File: config.mk
export PLATFORM = sky130hd
export DESIGN_NAME = encoder_tuner_pll_writer
export DESIGN_NICKNAME = d
export VERILOG_FILES = /design/src/hw/rtl/etpw_pkg.sv /design/src/hw/rtl/encoder_tuner_pll_writer.sv /design/src/hw/rtl/etpw_front.sv /design/src/hw/rtl/etpw_queue.sv /design/src/hw/rtl/etpw_back.sv
export SDC_FILE = /design/constraint.sdc
export NUM_CORES = 1
export LEC_CHECK = 0
export BUFFER_PORTS_ARGS = -buffer_cell sky130_fd_sc_hd__buf_2
export CAP_MARGIN = 5
export CORE_MARGIN = 2
export CORE_UTILIZATION = 55
export DETAILED_ROUTE_END_ITERATION = 12
export PLACE_DENSITY = 0.78
export SYNTH_ARGS = -nofsm -noshare
export SYNTH_HDL_FRONTEND = slang
export SYNTH_HIERARCHICAL = 1
export SYNTH_SLANG_ARGS = --single-unit
File: constraint.sdc
create_clock -name clk -period 10.1 [get_ports clk]
set_input_delay 0.505 -clock clk [delete_from_list [all_inputs] [get_ports clk]]
set_output_delay 0.505 -clock clk [all_outputs]
set_load 0.02 [all_outputs]
File: src/hw/rtl/etpw_pkg.sv
// Package for the encoder tuner PLL writer: payload structs, frame positions,
// tuning and PLL word constants. No dependencies.

package etpw_pkg;

  localparam int FREQ_W = 11;
  localparam int WORD_W = 15;
  localparam int SCALED_W = 28;
  localparam int PLL_SHIFT = 13;
  localparam int QUEUE_DEPTH = 4;
  localparam int QPTR_W = $clog2(QUEUE_DEPTH);
  localparam int QCNT_W = $clog2(QUEUE_DEPTH + 1);

  localparam logic [FREQ_W-1:0] FREQ_MAX = 11'd2047;
  localparam logic [FREQ_W-1:0] FREQ_RESET = 11'd1020;
  localparam logic [16:0] TENTH_SCALE = 17'd100000;
  localparam logic [SCALED_W-1:0] PLL_OFFSET = 28'd225000;

  localparam logic [7:0] ADDR_RESET = 8'hC0;
  localparam logic [7:0] CTRL3_RESET = 8'hB0;
  localparam logic [7:0] CTRL4_RESET = 8'h10;
  localparam logic [7:0] CTRL5_RESET = 8'h00;

  typedef enum logic [1:0] {
    CFG_TUNER_ADDRESS = 2'd0,
    CFG_CONTROL_THIRD = 2'd1,
    CFG_CONTROL_FOURTH = 2'd2,
    CFG_CONTROL_FIFTH = 2'd3
  } cfg_index_t;

  typedef enum logic [2:0] {
    POS_ADDR = 3'd0,
    POS_PLL_HI = 3'd1,
    POS_PLL_LO = 3'd2,
    POS_CTRL3 = 3'd3,
    POS_CTRL4 = 3'd4,
    POS_CTRL5 = 3'd5
  } frame_pos_t;

  localparam logic OP_EDGE = 1'b0;
  localparam logic OP_POLL = 1'b1;

  typedef struct packed {
    logic op;
    logic a_level;
    logic b_level;
    logic button_pressed;
  } in_item_t;

  typedef struct packed {
    logic [7:0] frame_value;
    logic last;
  } out_item_t;

endpackage

File: src/hw/rtl/encoder_tuner_pll_writer.sv
// Top level of the encoder tuner PLL writer: front end, word queue, frame
// serialiser. Uses etpw_pkg, etpw_front, etpw_queue, etpw_back.
//
// Takes one encoder edge or button poll per cycle while in_ready is high.
// Edges update direction and the frequency (tenths of a MHz, saturating at 0
// and 2047) and arm the block; a poll with the button pressed while armed
// computes the PLL word in the same cycle and queues it, then the serialiser
// sends address, PLL high, PLL low and three control bytes at one byte per
// cycle while out_ready is high, last set on the sixth. Frames follow back
// to back. Four frames may wait in the queue; in_ready drops while it is
// full. Configuration writes are taken in any cycle.

module encoder_tuner_pll_writer import etpw_pkg::*; (
  input  logic      clk,
  input  logic      rst,
  input  logic      in_valid,
  output logic      in_ready,
  input  in_item_t  in_item,
  output logic      out_valid,
  input  logic      out_ready,
  output out_item_t out_item,
  input  logic      cfg_valid,
  output logic      cfg_ready,
  input  logic [1:0] cfg_index,
  input  logic [7:0] cfg_data
);

  logic              q_full;
  logic              push;
  logic [WORD_W-1:0] push_word;
  logic              pop;
  logic              q_valid;
  logic [WORD_W-1:0] q_word;

  etpw_front u_front (
    .clk       (clk),
    .rst       (rst),
    .in_valid  (in_valid),
    .in_ready  (in_ready),
    .in_item   (in_item),
    .q_full    (q_full),
    .push      (push),
    .push_word (push_word)
  );

  etpw_queue u_queue (
    .clk       (clk),
    .rst       (rst),
    .push      (push),
    .push_word (push_word),
    .full      (q_full),
    .pop       (pop),
    .pop_valid (q_valid),
    .pop_word  (q_word)
  );

  etpw_back u_back (
    .clk       (clk),
    .rst       (rst),
    .cfg_valid (cfg_valid),
    .cfg_ready (cfg_ready),
    .cfg_index (cfg_index),
    .cfg_data  (cfg_data),
    .q_valid   (q_valid),
    .q_word    (q_word),
    .pop       (pop),
    .out_valid (out_valid),
    .out_ready (out_ready),
    .out_item  (out_item)
  );

endmodule

File: src/hw/rtl/etpw_front.sv
// Front end: accepts items, tracks encoder direction, frequency and arm flag,
// and pushes the PLL word of each committing poll. Uses etpw_pkg.

module etpw_front import etpw_pkg::*; (
  input  logic              clk,
  input  logic              rst,
  input  logic              in_valid,
  output logic              in_ready,
  input  in_item_t          in_item,
  input  logic              q_full,
  output logic              push,
  output logic [WORD_W-1:0] push_word
);

  logic [FREQ_W-1:0]   freq_tenths;
  logic [FREQ_W-1:0]   freq_tenths_next;
  logic                direction;
  logic                direction_next;
  logic                armed;
  logic                armed_next;
  logic                accept;
  logic [SCALED_W-1:0] scaled;

  assign in_ready = !q_full;
  assign accept = in_valid && in_ready;

  assign scaled = SCALED_W'(freq_tenths) * SCALED_W'(TENTH_SCALE) + PLL_OFFSET;
  assign push_word = scaled[PLL_SHIFT +: WORD_W];
  assign push = accept && (in_item.op == OP_POLL) && in_item.button_pressed && armed;

  always_comb begin
    freq_tenths_next = freq_tenths;
    direction_next = direction;
    armed_next = armed;
    if (accept) begin
      if (in_item.op == OP_EDGE) begin
        armed_next = 1'b1;
        if (!in_item.a_level) begin
          direction_next = in_item.b_level;
        end else if (in_item.b_level != direction) begin
          if (direction) begin
            if (freq_tenths != '0) freq_tenths_next = freq_tenths - 1'b1;
          end else begin
            if (freq_tenths != FREQ_MAX) freq_tenths_next = freq_tenths + 1'b1;
          end
        end
      end else if (push) begin
        armed_next = 1'b0;
      end
    end
  end

  always_ff @(posedge clk) begin
    if (rst) begin
      freq_tenths <= FREQ_RESET;
      direction <= 1'b0;
      armed <= 1'b1;
    end else begin
      freq_tenths <= freq_tenths_next;
      direction <= direction_next;
      armed <= armed_next;
    end
  end

endmodule

File: src/hw/rtl/etpw_queue.sv
// Short queue of PLL words between front and back end. Uses etpw_pkg.

module etpw_queue import etpw_pkg::*; (
  input  logic              clk,
  input  logic              rst,
  input  logic              push,
  input  logic [WORD_W-1:0] push_word,
  output logic              full,
  input  logic              pop,
  output logic              pop_valid,
  output logic [WORD_W-1:0] pop_word
);

  logic [WORD_W-1:0] mem [QUEUE_DEPTH];
  logic [QPTR_W-1:0] wr_ptr;
  logic [QPTR_W-1:0] rd_ptr;
  logic [QCNT_W-1:0] count;
  logic              do_pop;

  assign full = (count == QCNT_W'(QUEUE_DEPTH));
  assign pop_valid = (count != '0);
  assign pop_word = mem[rd_ptr];
  assign do_pop = pop && pop_valid;

  always_ff @(posedge clk) begin
    if (push) mem[wr_ptr] <= push_word;
  end

  always_ff @(posedge clk) begin
    if (rst) begin
      wr_ptr <= '0;
      rd_ptr <= '0;
      count <= '0;
    end else begin
      if (push) wr_ptr <= wr_ptr + 1'b1;
      if (do_pop) rd_ptr <= rd_ptr + 1'b1;
      if (push && !do_pop) begin
        count <= count + 1'b1;
      end else if (!push && do_pop) begin
        count <= count - 1'b1;
      end
    end
  end

endmodule

File: src/hw/rtl/etpw_back.sv
// Back end: holds the configuration registers and serialises each queued
// PLL word into the six-byte frame through an output register. Uses etpw_pkg.

module etpw_back import etpw_pkg::*; (
  input  logic              clk,
  input  logic              rst,
  input  logic              cfg_valid,
  output logic              cfg_ready,
  input  logic [1:0]        cfg_index,
  input  logic [7:0]        cfg_data,
  input  logic              q_valid,
  input  logic [WORD_W-1:0] q_word,
  output logic              pop,
  output logic              out_valid,
  input  logic              out_ready,
  output out_item_t         out_item
);

  logic [7:0]        tuner_address;
  logic [7:0]        control_third;
  logic [7:0]        control_fourth;
  logic [7:0]        control_fifth;
  logic              busy;
  frame_pos_t        pos;
  logic [WORD_W-1:0] word;
  logic              load;
  logic              emit;
  logic              frame_end;
  logic [7:0]        byte_sel;

  assign cfg_ready = 1'b1;

  always_ff @(posedge clk) begin
    if (rst) begin
      tuner_address <= ADDR_RESET;
      control_third <= CTRL3_RESET;
      control_fourth <= CTRL4_RESET;
      control_fifth <= CTRL5_RESET;
    end else if (cfg_valid) begin
      unique case (cfg_index_t'(cfg_index))
        CFG_TUNER_ADDRESS: tuner_address <= cfg_data;
        CFG_CONTROL_THIRD: control_third <= cfg_data;
        CFG_CONTROL_FOURTH: control_fourth <= cfg_data;
        CFG_CONTROL_FIFTH: control_fifth <= cfg_data;
        default: ;
      endcase
    end
  end

  assign load = !out_valid || out_ready;
  assign emit = busy && load;
  assign frame_end = emit && (pos == POS_CTRL5);
  assign pop = q_valid && (!busy || frame_end);

  always_comb begin
    unique case (pos)
      POS_ADDR: byte_sel = tuner_address;
      POS_PLL_HI: byte_sel = 8'(word[WORD_W-1:8]);
      POS_PLL_LO: byte_sel = word[7:0];
      POS_CTRL3: byte_sel = control_third;
      POS_CTRL4: byte_sel = control_fourth;
      POS_CTRL5: byte_sel = control_fifth;
      default: byte_sel = '0;
    endcase
  end

  always_ff @(posedge clk) begin
    if (pop) word <= q_word;
    if (emit) begin
      out_item.frame_value <= byte_sel;
      out_item.last <= (pos == POS_CTRL5);
    end
  end

  always_ff @(posedge clk) begin
    if (rst) begin
      busy <= 1'b0;
      pos <= POS_ADDR;
      out_valid <= 1'b0;
    end else begin
      if (emit) begin
        out_valid <= 1'b1;
      end else if (out_ready) begin
        out_valid <= 1'b0;
      end
      if (pop) begin
        busy <= 1'b1;
        pos <= POS_ADDR;
      end else if (frame_end) begin
        busy <= 1'b0;
        pos <= POS_ADDR;
      end else if (emit) begin
        pos <= frame_pos_t'(pos + 3'd1);
      end
    end
  end

endmodule

; ---- After elaboration in Yosys (flattened, before gate mapping)
; Memories as Yosys holds them, arrays and structs flattened. A register that Yosys moved wholly into a read port is not among the register bits.
; Index checks and enable logic that the tools add are counted.
[word_totals]
ramBits = 60
romBits = 0
regBits = 66
latch_bits = 0
n_memories = 1
[classes]
n_shift = 0
div = 0
muxes = 14
n_reduce_logical = 33
add_sub_neg = 8
mul = 1
n_lt_le_gt_ge = 0
eq_ne = 13
n_bitwise = 2
[memory_table]
columns = memory, depth, word_bits, rd, rd_ports_with_merged_regs, write_ports, line_no
row1 = u_queue.mem, 4, 15, 1, 1, 1, etpw_queue.sv:14  ; logic [WORD_W-1:0] mem [QUEUE_DEPTH];
[ops]
columns = operator, count
row1 = one-hot mux 8 bit (6 select lines), 1
row2 = two-way mux 11 bit, 3
row3 = adder 28 x 18 -> 28 bit (second input constant), 1
row4 = multiplier 11 x 12 -> 23 bit (second input constant), 1
row5 = adder 11 x 1 -> 11 bit (second input constant), 1
row6 = inequality test 11 bit (second input constant), 1
row7 = nonzero test 11 bit, 1
row8 = subtractor 11 x 1 -> 11 bit (second input constant), 1
row9 = logical AND 1 bit, 10
row10 = AND reduction 2 bit, 5
row11 = equality test 3 bit (second input constant), 3
row12 = two-way mux 1 bit, 8
row13 = nonzero test 2 bit, 4
row14 = adder 3 x 1 -> 3 bit (second input constant), 2
row15 = equality test 3 x 2 -> 1 bit (second input constant), 2
row16 = two-way mux 3 bit, 2
row17 = AND reduction 6 bit, 1
row18 = zero test 1 bit, 5
row19 = adder 2 x 1 -> 2 bit (second input constant), 2
row20 = equality test 2 bit (second input constant), 2
row21 = equality test 3 x 1 -> 1 bit (second input constant), 1
row22 = zero test 3 bit, 1
row23 = AND reduction 3 bit, 1
row24 = nonzero test 3 bit, 1
row25 = other kinds (9), 11

; ---- Depth between registers and ports, before layout
; Gate-level depths: netlist of the first run.
[depth]
ltp_word = 10
depth_mapped = 20
mapped_depth_nobuf = 18

; ---- Hierarchy
; Netlist of the first run, hierarchy kept.
[by_module_without_submodules]
columns = mod, cells_per_inst, n_inst, area_per_inst_um2
row1 = etpw_front, 463, 1, 3986.3
row2 = etpw_queue, 122, 1, 2638.8
row3 = etpw_back, 204, 1, 2471.1

; ---- Worst setup path before layout of the first run
; OpenSTA, ideal clock, no wires.
[synth_path]
kind = flip-flop to flip-flop
start = register u_front.freq_tenths[6]
end = memory u_queue.mem[0][14] (data pin)
setup_ps = 254
t_arrival_ps = 4934
path_slack_ps = 4912
path_buffers = 1
path_stages_with_launch = 19
cell_sequence = dfxtp_1 -> inv_1 -> ha_1 -> fa_1 -> fa_1 -> inv_1 -> fa_1 -> inv_1 -> fa_1 -> ha_1 -> a21oi_1 -> nand2b_1 -> o21a_4 -> o41ai_2 -> xor2_1 -> nor4_1 -> nand3_1 -> xnor2_1 -> buf_4
[synth_between]
elab_chain_cells = 2
[synth_rtl]
columns = item, line_no
row1 = start: declaration, etpw_front.sv:15  ; logic [FREQ_W-1:0] freq_tenths;
row2 = start signal: assignment, etpw_front.sv:59  ; freq_tenths <= freq_tenths_next;
row3 = multiplier 11 x 12 -> 23 bit, etpw_front.sv:27  ; assign scaled = SCALED_W'(freq_tenths) * SCALED_W'(TENTH_SCALE) + PLL_OFFSET;
row4 = adder 28 x 18 -> 28 bit, etpw_front.sv:27
row5 = named net u_front.scaled[27], etpw_front.sv:22  ; logic [SCALED_W-1:0] scaled;
row6 = end: declaration, etpw_queue.sv:14
; The timed path passes the listed nets, and every way through them passes these cells.

; ---- Worst setup path after layout of the first run
[layout_path]
start = register u_front.freq_tenths[6]
end = memory u_queue.mem[2][14] (data pin)
[layout_between]
elab_chain_cells = 2
[layout_rtl]
columns = item, line_no
row1 = multiplier 11 x 12 -> 23 bit, etpw_front.sv:27
row2 = adder 28 x 18 -> 28 bit, etpw_front.sv:27
row3 = named net push_word[14], encoder_tuner_pll_writer.sv:30  ; logic [WORD_W-1:0] push_word;
; The timed path passes the listed nets, and every way through them passes these cells.

==> impl_metrics.json, run 1 <==
{
  "status": "complete, no violations",
  "async_flop_share": 0,
  "grt_max_degree": 55,
  "pwr-share-comb": 0.510,
  "synthDistinctLibCells": 89,
  "final.period_utilization": 0.544,
  "hold_viol": 0,
  "path_depth": 17,
  "slew_violations": 0,
  "io_buffers": 29,
  "clk_pin_slew_ns": 0.07,
  "start_util": 0.556,
  "setup_ws_ns": 4.61,
  "switching_share": 0.398,
  "cts_buffers": 17,
  "synthesis.area_um2": 9100,
  "reg2reg_depth": 17,
  "cp.arrival_ns": 5.71,
  "avgSynthCellArea_um2": 11.5,
  "die_y_um": 133,
  "hpwl_mm": 12.2,
  "r2r-start": "u_front/freq_tenths[6]",
  "synth_seq_cells": 143,
  "crit_type": "flop to flop",
  "worstSetupEndpointType": "flop",
  "min_from": "cfg_data[7]",
  "setup_tns_ns": 0,
  "totalWireLength_mm": 16.4,
  "cts_sinks": 143,
  "antenna_found_initial": 0,
  "worst_ir_drop_vdd_mv": 0.240,
  "ys.flop_type": "edfxtp_1",
  "fp.dieArea_um2": 17600,
  "required_ns": 10.32,
  "nets": 944,
  "clock_power_share": 0.183,
  "vias": 5800,
  "maxCapViolCount": 0,
  "powerDensity_nw_per_um2": 353,
  "grt_use_total": 0.200,
  "grt-ovfl-total": 0,
  "cts_tree": "done",
  "via_per_inst": 5.63,
  "path_cells": "inv_1 > ha_1 > fa_1 > fa_1 > inv_1 > fa_1 > inv_1 > fa_1 > ha_1 > a21oi_1 > nand2b_1 > o21a_4 > o41ai_2 > xor2_1 > nor4_1 > nand3_1 > xnor2_1",
  "postCtsHoldBufs": 0,
  "yosysSeqAreaShare": 0.407,
  "grt_pass1_wl_mm": 28.0,
  "synth_top_cell_by_area": "edfxtp_1",
  "layout_commonest_cell": "ha_1",
  "rows": 47,
  "worst_slew_pin_slew_ns": 0.922,
  "antenna_left": 0,
  "crit_start": "u_front/freq_tenths[6]",
  "areaGrowthSynthToFinish_pct": 8.21,
  "gp_congestion": 0.836,
  "synth.area.top_cells": "edfxtp_1, ha_1, dfxtp_1",
  "cts-root-buf": "clkbuf_16",
  "min_path_cells": 2,
  "ioPinCount": 31,
  "timing.rr.end": "u_queue/mem[2][14]",
  "grt_pass1_vias": 5823,
  "core-area_um2": 16300,
  "cts_resized": 0,
  "p_seq_frac": 0.307,
  "clock_latency_ns": 0.43,
  "synth-edff-count": 84,
  "path_common_cell": "fa_1",
  "instances_no_fill": 1031,
  "n_antenna_cell": 0,
  "path_delay_family": "adder cells",
  "cts_buffer_depth": 2,
  "rsz0062_at_grt": "false",
  "worst_hold_path.endpoint": "u_back/tuner_address[7]",
  "start_kind": "flop",
  "cp_slowest_cell": "fa_1",
  "max_stage_delay_ns": 0.52,
  "cp_max_fo": 7,
  "p_leak_nw": 4.28,
  "internal_power_mw": 2.09,
  "firstDrtPassIters": 5,
  "finalCriticalPeriod_ns": 5.49,
  "synth_top_area_frac": 0.277,
  "post_cts_buffers": 0,
  "p_sw_mw": 1.38,
  "mostFrequentLayoutCells": "ha_1, inv_1, edfxtp_1",
  "wire_per_inst_um": 15.9,
  "fin_skew_ns": 0.00818,
  "placedCellCount": 999,
  "relSlewSlack": 0.385,
  "die_x_um": 133,
  "cts_max_level": 4,
  "drive_above_1_share": 0.128,
  "finalSetupViolCount": 0,
  "cp_num_buf_inv": 3,
  "synth_cells": 789,
  "hold_path.class": "input pin to flop",
  "drt-initial-drc-count": 330,
  "regToRegSetupSlack_ns": 4.61,
  "ys.warnings.count": 6,
  "syn_nets": 935,
  "place_ws_ns": 4.63,
  "fmax_mhz": 182,
  "drc": 0
}
## how the worst max path moves through the flow
stage,end,slack [ns]
final,u_queue/mem[2][14],4.61
after global routing,u_queue/mem[2][14],4.21
after CTS,u_queue/mem[1][14],4.61
after detailed placement,u_queue/mem[2][14],4.63
after global placement,u_queue/mem[2][14],4.79
after floorplan,u_queue/mem[0][14],4.91
## cell type report
class | count | area (µm²)
Fill cell | 1356 | 6500
Sequential cell | 143 | 3700
Clock buffer | 18 | 429
Inverter | 88 | 330
Clock inverter | 14 | 176
Timing Repair Buffer | 31 | 160
Multi-Input combinational cell | 517 | 4770
Tap cell | 220 | 275
## power by group through the flow
| stage | Combinational [mW] | Clock, mW | Sequential [mW] |
|---|---|---|---|
| global route | 1.98 | 0.674 | 1.08 |
| floorplan | 1.72 | 0 | 1.06 |
| global placement | 1.70 | 0 | 1.08 |
| CTS | 1.79 | 0.653 | 1.07 |
| finish | 1.77 | 0.638 | 1.07 |
| detailed placement | 1.76 | 0 | 1.08 |
## flip-flops by register name, indices dropped and copies added, names as in the netlist, named ones only
name / cells
u_front/armed: 1
u_queue/count: 3
u_back/control_third: 8
u_back/control_fourth: 8
u_queue/rd_ptr: 2
u_back/out_item: 9
u_front/freq_tenths: 11
u_back/tuner_address: 8
u_front/direction: 1
u_back/word: 15
u_queue/mem: 60
u_back/control_fifth: 8
u_back/pos: 3
u_queue/wr_ptr: 2
u_back/out_valid: 1
u_back/busy: 1
## Yosys cell counts, types with 10 or more instances
library cell,n
xor2_1,15
edfxtp_1,84
ha_1,102
buf_4,18
a21oi_1,20
nor2_1,57
and2_1,10
fa_1,25
nand2_1,21
o21ai_0,22
nand3_1,12
inv_1,85
a222oi_1,12
xnor2_1,18
clkbuf_1,12
dfxtp_1,59
mux2i_1,29
mux4_2,10
## metrics by stage
stage	power (mW)	util	instance area (µm²)	hold slack, ns
4_1_cts	3.51	0.602	9840	0.309
3_3_place_gp	2.77	0.565	9240	0.446
3_5_place_dp	2.84	0.565	9240	0.452
2_1_floorplan	2.78	-	9100	0.436
6_report	3.48	0.602	9840	0.331
5_1_grt	3.73	0.602	9840	0.320
## kinds of logic after synthesis
| family | after synthesis | share of synthesized area |
|---|---|---|
| buf+inv | 129 | 0.0686 |
| simple gates | 162 | 0.0939 |
| flops | 143 | 0.407 |
| xor+xnor | 34 | 0.0336 |
| mux | 46 | 0.0736 |
| fa+ha+maj | 127 | 0.195 |
| compound gates | 147 | 0.127 |
| other cells | 1 | 0.000412 |
## per-layer routing
layer	wire (µm)	global-route usage
met3	416	0.0406
met1	6970	0.234
met5	0	0
met2	8800	0.361
met4	238	0.0729
## worst reg2reg max path, cell delays in order, from the launching register on
cell and delay (ns):
dfxtp_1 0.47, inv_1 0.08, ha_1 0.33, fa_1 0.49
fa_1 0.51, inv_1 0.05, fa_1 0.52, inv_1 0.06
fa_1 0.48, ha_1 0.38, a21oi_1 0.22, nand2b_1 0.14
o21a_4 0.24, o41ai_2 0.30, xor2_1 0.19, nor4_1 0.37
nand3_1 0.14, xnor2_1 0.32
Note: power is estimated with default switching activity, not from simulation.
==> run 2, diff against run 1 <==
- PLACE_DENSITY: 0.78 -> 0.81
- clock period: 10.1 -> 4.8 ns (I/O delays scaled with it)
==> run 2 against run 1 <==
  * Sequential cell count unchanged
  * Global-route usage grew 1.4 points
  * Largest power group unchanged
  * Sequential share of layout area fell by 2.0 points
  * The run now ends with negative setup slack left
  * Highest routed layer unchanged
  * Total power grew 140%
==> impl_metrics.json, run 2 (synthesis gave the netlist of run 1 again) <==
{
  "status": "finished with violations",
  "failed_checks": "negative setup slack",
  "finalCriticalPeriod_ns": 4.86,
  "fp.dieArea_um2": 17600,
  "rsz0062_at_grt": "true",
  "instances_no_fill": 1070,
  "fin_skew_ns": 0.0150,
  "antenna_found_initial": 0,
  "totalWireLength_mm": 18.1,
  "grt_pass1_vias": 6228,
  "reg.largest.list": "u_queue/mem (60), u_back/word (15), u_front/freq_tenths (11)",
  "powerDensity_nw_per_um2": 807,
  "final_util": 0.637,
  "wire_per_inst_um": 16.9,
  "largest_reg_flops": 60,
  "worst_hold_path.endpoint": "u_back/tuner_address[7]",
  "grt_use_total": 0.214,
  "start_util": 0.556,
  "io_buffers": 29,
  "cts_max_level": 4,
  "worstSetupEndpointType": "flop",
  "relSlewSlack": 0.373,
  "rows": 47,
  "clk_pin_slew_ns": 0.07,
  "fmax_mhz": 206,
  "vias": 6088,
  "setup_tns_ns": -0.544,
  "final.period_utilization": 1.01,
  "regToRegSetupSlack_ns": -0.06,
  "cts_sinks": 143,
  "cts_buffers": 17,
  "cts_tree": "done",
  "finalSetupViolCount": 18,
  "reg2reg_depth": 17,
  "clock_latency_ns": 0.43,
  "placedCellCount": 1030,
  "min_from": "cfg_data[7]",
  "r2r-start": "u_front/freq_tenths[6]",
  "slew_violations": 0,
  "ioPinCount": 31,
  "cts_buffer_depth": 2,
  "num-fill-cells": 1224,
  "gp_congestion": 0.876,
  "min_path_cells": 2,
  "die_x_um": 133,
  "antenna_left": 0,
  "layout_commonest_cell": "ha_1",
  "hold_viol": 0,
  "maxCapViolCount": 0,
  "cts-root-buf": "clkbuf_16",
  "core-area_um2": 16300,
  "nets": 983,
  "n_antenna_cell": 0,
  "firstDrtPassIters": 5,
  "grt-ovfl-total": 0,
  "setup_ws_ns": -0.0561,
  "p_leak_nw": 4.52,
  "grt_max_degree": 55,
  "drc": 0,
  "die_y_um": 133,
  "drt-initial-drc-count": 347,
  "mostFrequentLayoutCells": "ha_1, edfxtp_1, inv_1",
  "required_ns": 4.95,
  "worst_ir_drop_vdd_mv": 0.768,
  "start_kind": "flop",
  "largest_register": "u_queue/mem",
  "grt_pass1_wl_mm": 30.0,
  "drive_above_1_share": 0.222,
  "hold_path.class": "input pin to flop",
  "cp.arrival_ns": 5.01,
  "place_ws_ns": -0.0746,
  "timing.rr.end": "u_queue/mem[2][14]",
  "cp_max_fo": 4,
  "via_per_inst": 5.69,
  "areaGrowthSynthToFinish_pct": 14.6,
  "worst_slew_pin_slew_ns": 0.939,
  "crit_type": "flop to flop",
  "hpwl_mm": 13.0
}
## run 2: cell count changes in the layout (fill, tap and decap cells not counted), moves of 5 or more
cell / before / now
xnor2_1: 18 / 11
inv_6: 1 / 6
ha_4: 0 / 6
ha_1: 102 / 94
xnor2_2: 0 / 6
buf_4: 2 / 40
## run 2: what timing repair did
| action | CTS | global route |
|---|---|---|
| endpoints found under the setup margin | 28 | 40 |
| endpoints found under the hold margin | 0 | 0 |
| gates resized for setup | 26 | 19 |
| setup buffers | 4 | 4 |
| pin swaps | 17 | 11 |
| hold buffers | 0 | 0 |
## run 2: power by group
group	total, mW	internal, mW	switching (mW)	leakage [nW]
combinational	4.91	2.24	2.67	2.99
sequential	2.24	2.11	0.126	1.25
clock	1.26	0.712	0.550	0.286
## run 2: worst max-delay path, cell delays in order, from the launching register on
cell and delay (ns):
dfxtp_4 0.36, inv_2 0.05, ha_4 0.27, fa_1 0.43
fa_1 0.51, inv_2 0.04, fa_1 0.52, inv_1 0.05
fa_1 0.48, ha_4 0.32, and2_1 0.12, o221a_1 0.18
o21ai_1 0.12, o21ai_2 0.24, a31oi_2 0.20, nor4_4 0.38
nand3_2 0.14, xnor2_2 0.17
## run 2: worst max-delay path by stage
stage	from	to	slack [ns]	depth (start not counted)
after global placement	u_front/freq_tenths[6]	u_queue/mem[0][12]	0.05	18
after detailed placement	u_front/freq_tenths[5]	u_queue/mem[0][10]	-0.07	16
after floorplan	u_front/freq_tenths[5]	u_queue/mem[0][8]	0.02	17
after global routing	u_front/freq_tenths[6]	u_queue/mem[2][14]	-0.22	18
final	u_front/freq_tenths[6]	u_queue/mem[2][14]	-0.06	17
after CTS	u_front/freq_tenths[6]	u_queue/mem[3][14]	-0.01	17
## run 2: cell type report
class	instances	area (µm²)	share of cell area
Clock buffer	19	454	0.0436
Clock inverter	13	113	0.0108
Inverter	88	330	0.0317
Multi-Input combinational cell	517	5080	0.487
Sequential cell	143	3710	0.356
Tap cell	220	275	0.0264
Timing Repair Buffer	70	457	0.0438
## run 2: per-stage QoR
| stage | hold slack, ns | cell area (µm²) | power, mW |
|---|---|---|---|
| after floorplan | 0.358 | 9170 | 5.96 |
| after global placement | 0.445 | 9540 | 6.25 |
| after detailed placement | 0.454 | 9540 | 6.43 |
| after CTS | 0.0478 | 10300 | 8.02 |
| after global routing | 0.0611 | 10400 | 8.96 |
| final | 0.0637 | 10400 | 8.41 |
## run 2: routing by layer
metal	GRT usage	wire length (µm)
met4	0.0920	466
met5	0	0
met3	0.0437	566
met2	0.387	9580
met1	0.246	7450
